==> src/lcrl_pkg.sv <==
`timescale 1ns / 1ps
package lcrl_pkg;

    localparam int MAX_LEN   = 1024;
    localparam int ELEM_BITS = 32;
    localparam int ADDR_W    = $clog2(MAX_LEN);
    localparam int CNT_W     = $clog2(MAX_LEN + 1);
    localparam int LEN_W     = 11;

    localparam logic [1:0] CMD_APPEND_A = 2'd0;
    localparam logic [1:0] CMD_APPEND_B = 2'd1;
    localparam logic [1:0] CMD_COMPUTE  = 2'd2;

    typedef struct packed {
        logic append_a;
        logic append_b;
        logic start;
        logic step;
        logic finish;
    } lcrl_cmd_t;

    typedef struct packed {
        logic seq_empty;
        logic cell_last;
        logic pipe_busy;
    } lcrl_status_t;

endpackage

==> src/lcrl_ctrl.sv <==
`timescale 1ns / 1ps
module lcrl_ctrl (
    input  logic                 clk,
    input  logic                 rst_n,
    input  logic                 in_valid,
    input  logic [1:0]           cmd,
    output logic                 in_stall,
    output logic                 out_valid,
    input  logic                 out_stall,
    output lcrl_pkg::lcrl_cmd_t  ctl,
    input  lcrl_pkg::lcrl_status_t sts
);
    import lcrl_pkg::*;

    localparam logic [1:0] S_IDLE  = 2'd0;
    localparam logic [1:0] S_RUN   = 2'd1;
    localparam logic [1:0] S_DRAIN = 2'd2;

    logic [1:0] state_reg, state_next;
    logic       out_valid_reg, out_valid_next;
    logic       accept;

    // A compute waits while the previous result is still pending.
    assign in_stall = (state_reg != S_IDLE) || (out_valid_reg && cmd == CMD_COMPUTE);
    assign accept   = in_valid && !in_stall;
    assign out_valid = out_valid_reg;

    always_comb
    begin
        state_next     = state_reg;
        out_valid_next = out_valid_reg && out_stall;
        ctl            = '0;
        case (state_reg)
            S_IDLE:
            begin
                if (accept)
                begin
                    case (cmd)
                        CMD_APPEND_A: ctl.append_a = 1'b1;
                        CMD_APPEND_B: ctl.append_b = 1'b1;
                        CMD_COMPUTE:
                        begin
                            ctl.start  = 1'b1;
                            state_next = sts.seq_empty ? S_DRAIN : S_RUN;
                        end
                        default: ;
                    endcase
                end
            end
            S_RUN:
            begin
                ctl.step = 1'b1;
                if (sts.cell_last)
                begin
                    state_next = S_DRAIN;
                end
            end
            S_DRAIN:
            begin
                if (!sts.pipe_busy)
                begin
                    ctl.finish     = 1'b1;
                    out_valid_next = 1'b1;
                    state_next     = S_IDLE;
                end
            end
            default: state_next = S_IDLE;
        endcase
    end

    always_ff @(posedge clk or negedge rst_n)
    begin
        if (!rst_n)
        begin
            state_reg     <= S_IDLE;
            out_valid_reg <= 1'b0;
        end
        else
        begin
            state_reg     <= state_next;
            out_valid_reg <= out_valid_next;
        end
    end

endmodule

==> config.mk <==
export PLATFORM = sky130hd
export DESIGN_NAME = lcrl_ctrl
export DESIGN_NICKNAME = d
export VERILOG_FILES = /design/src/lcrl_pkg.sv /design/src/lcrl_ctrl.sv
export SDC_FILE = /design/constraint.sdc
export NUM_CORES = 1
export LEC_CHECK = 0
export BUFFER_PORTS_ARGS = -buffer_cell sky130_fd_sc_hd__buf_4
export CAP_MARGIN = 20
export CORE_AREA = 2 2 39 41
export CTS_CLUSTER_SIZE = 16
export DETAILED_ROUTE_END_ITERATION = 12
export DIE_AREA = 0 0 41 43
export GPL_ROUTABILITY_DRIVEN = 0
export PLACE_DENSITY = 0.49
export RECOVER_POWER = 100
export SLEW_MARGIN = 40
export SYNTH_ARGS = -nofsm -noshare
export SYNTH_HDL_FRONTEND = slang
export SYNTH_SLANG_ARGS = --single-unit
export TNS_END_PERCENT = 20
==> constraint.sdc <==
create_clock -name clk -period 2.6 [get_ports clk]
set_clock_uncertainty 0.1 [all_clocks]
set_input_delay 0.13 -clock clk [delete_from_list [all_inputs] [get_ports clk]]
set_output_delay 0.13 -clock clk [all_outputs]
set_load 0.05 [all_outputs]
## Word level (Yosys, flattened, before mapping)

Cells that the tools add are included.

- Register bits: 3
- Bits of input ports: 9
- Output and inout bits: 7
- Logic and storage cells: 35

- Equal/unequal tests: 8
- Multiplexer cells: 16
- Reduce and logical (&&, ||, !) cells: 9

Operators by type and width:

| operator | count |
|---|---|
| $mux W2 | 5 |
| $mux W1 | 8 |
| $ne A2 B2 Y1 const B | 4 |
| $mux W3 | 2 |
| $pmux W2 S3 | 1 |
| $eq A2 B1 Y1 const B | 2 |
| $eq A2 B2 Y1 const B | 2 |
| $logic_not A2 Y1 | 2 |
| $reduce_and A4 Y1 | 1 |
| $logic_and A1 B1 Y1 | 3 |
| $reduce_bool A2 Y1 | 1 |
| $logic_not A1 Y1 | 1 |
| $logic_or A1 B1 Y1 | 1 |

## Logic depth before layout (Yosys ltp)

- Depth after elaboration: 7
- Depth in mapped cells: 3
- Depth with buffers taken out: 3

## Least setup slack after synthesis

OpenSTA, ideal clock, no wires.

- Path kind: reg-to-output
- From: register state_reg[1]
- To: output ctl[4] (netlist name)
- Data arrival time: 2088 ps
- Required time: 2370 ps
- Path slack: 282 ps
- Cell stages (with the launch flop): 3
- Path buffers: 0
- Cells stage by stage: dfrtp_1 nor2_2 nor4bb_1

RTL lines:

| element | RTL line | text |
|---|---|---|
| from (decl) | lcrl_ctrl.sv:19 | `logic [1:0] state_reg, state_next;` |
| from (signal assigned) | lcrl_ctrl.sv:80 | `state_reg <= state_next;` |
| to (decl) | lcrl_ctrl.sv:10 | `output lcrl_pkg::lcrl_cmd_t ctl,` |

==> impl_metrics.yaml <==
outcome:
  status: "complete, no violations"
global_routing:
  grt_pass1_wl_um: 800
  overflow: 0
  grt_max_degree: 6
  antenna_found_initial: 0
  grt_usage_pct: 6.942
  grt_pass1_vias: 205
power_and_ir_drop:
  clkPwrFrac_pct: 36.6
  powerDensity_mw_per_mm2: 625.2
  switchingPower_mw: 0.08485
  p_int_mw: 0.1342
  swShare_pct: 38.74
  combinationalPowerShare_pct: 36.6
  seqPwrFrac_pct: 26.8
  ir_worst_vdd_v: 0.0002621
  leakage_nw: 0.1642
die:
  core_mm2: 0.001384
  die_h_um: 43
  dieWidth_um: 41
  initial_core_util_pct: 15.64
  die_area_mm2: 0.001763
  row_count: 14
  pin_count: 16
synthesis:
  ys.warnings.count: 0
  avgSynthCellArea_um2: 10.31
  yosysTopAreaCellShare_pct: 34.68
  synthCells: 21
  synth_cell_types: 16
  synthTopCellsByArea: "dfrtp_1 35%, nor2b_4 13%, nor3b_2 5.8%"
  syn_area_um2: 216.5
  syn-num-nets: 30
  yosysTopAreaCell: "dfrtp_1"
  yosysSeqAreaShare_pct: 34.68
  ys_ff_latch: 3
placement:
  port_buffers: 15
  place_area_um2: 349.1
worst_hold_path:
  whs_path_depth: 3
  worstHoldStart: "sts[1]"
  hp-class: "primary input to register"
setup_path:
  r2r_cells: 3
  crit_type: "register to primary output"
  cp-end-kind: "primary output"
  start_kind: "register"
  startpoint: "state_reg[1]"
  required_ns: 2.37
  worst-path-max-fanout: 5
  r2r-start: "state_reg[0]"
  r2r_setup_slack_ns: 1.51
  arrival_ns: 1.60
timing:
  hold_slack_ns: 0.06314
  fin_setup_tns_ns: 0
  fmax_ghz: 0.5470
  rsz0062_at_grt: "false"
  finalHoldViolations: 0
  fin_crit_ns: 1.828
  maxSlewHeadroom_pct: 60.23
  setup_viol: 0
  slew_violations: 0
  fin_crit_sh_pct: 70.31
  max_slew.worst_pin.slew_ns: 0.5992
layout:
  fill_cells: 173
  areaGrowthSynthToFinish_pct: 61.85
  num_antenna_cells: 0
  layout_common_cells: "9 x clkbuf_1, 7 x buf_4, 3 x nand2_1, 3 x clkbuf_4, 3 x dfrtp_1"
  fin_area_um2: 350.3
  final_net_count: 52
  final_common_cell: "clkbuf_1"
  drive_gt1_share_pct: 28.57
  utilization_pct: 25.32
  largest_reg_flops: 2
cts:
  cts_tree: "built"
  cts-root-buf: "clkbuf_4"
  htreeDepth: 1
  cts_resized: 0
  cts_sinks: 3
  cts.path.max_buffers: 2
  clk_pin_slew_ns: 0.04
  worstSkewPairLatency_ns: 0.23
  cts_buffers: 3
drt:
  firstDrtPassIters: 2
  vias_per_cell: 4.259
  wl_per_cell_um: 10.02
  vias: 247
  drtIter0Drc: 1
  post-route-drc-count: 0
  routed_wl_um: 581
  ant_nets: 0
flow_run:
  max-cap-violations: 0
## final timing paths
check	to
min in group asynchronous	out_valid
max in group asynchronous	state_reg[1]
worst max register to register	state_reg[0]
worst max-delay path	ctl[4]
worst min-delay path	state_reg[1]
worst min register to register	out_valid
## metal layers
metal	track usage [%]	vias up	share of wire (%)
li1	-	123	-
met3	2.094	0	16
met1	8.738	108	47
met4	6.000	0	0
met5	0	-	0
met2	9.063	16	37
## synth_stat cells
master    instances
and4_1            1
nor4bb_1          1
nor3_1            1
a31o_1            1
nand3b_1          1
nand4_1           1
nand2_1           3
dfrtp_1           3
and4b_1           1
nor3b_2           1
nor2b_2           1
nand3_1           1
nor2b_1           1
nor2b_4           2
nor2_2            1
a21o_1            1
## critical path: stages (launching register included)
cell and delay, ns:
dfrtp_1 0.41, nor2_1 0.24, nor4bb_1 0.23, clkbuf_1 0.50
## stage by stage
stage / instances / power, mW / setup slack (ns)
after global placement: 52 / 0.1510 / 1.287
final: 58 / 0.2190 / 0.7718
after detailed placement: 52 / 0.1504 / 1.285
after floorplan: 21 / 0.1180 / 0.2816
after global routing: 58 / 0.2343 / 0.6429
after CTS: 58 / 0.2379 / 1.027
## repair_timing
item | CTS | global route
hold buffers | 2 | 0
hold endpoints to repair | 4 | 0
buffers inserted | 0 | 0
endpoints found under the setup margin | 0 | 0
## power by group through the flow
| stage | combinational (mW) | sequential, mW | clock [mW] |
|---|---|---|---|
| after floorplan | 0.0513 | 0.0667 | 0 |
| after global placement | 0.0901 | 0.0609 | 0 |
| after detailed placement | 0.0896 | 0.0608 | 0 |
| after CTS | 0.0922 | 0.0604 | 0.0853 |
| after global routing | 0.0848 | 0.0599 | 0.0896 |
| final | 0.0801 | 0.0587 | 0.0802 |
## final cells by class
class | count | area, um2 | share of cell area [%]
Clock buffer | 4 | 26.28 | 7.500
Multi-Input combinational cell | 18 | 126.4 | 36.07
Timing Repair Buffer | 17 | 102.6 | 29.29
Tap cell | 16 | 20.02 | 5.714
Sequential cell | 3 | 75.07 | 21.43
## kinds of logic (layout without fill, tap and decap cells)
family	count (synthesis)	after routing	share of synthesized area, %
DFF	3	3	34.68
AOI/OAI and AO/OA	2	2	7.516
buffers and inverters	0	21	0
and+or+nand+nor	16	16	57.81
Power figures use the tool's default switching activity.
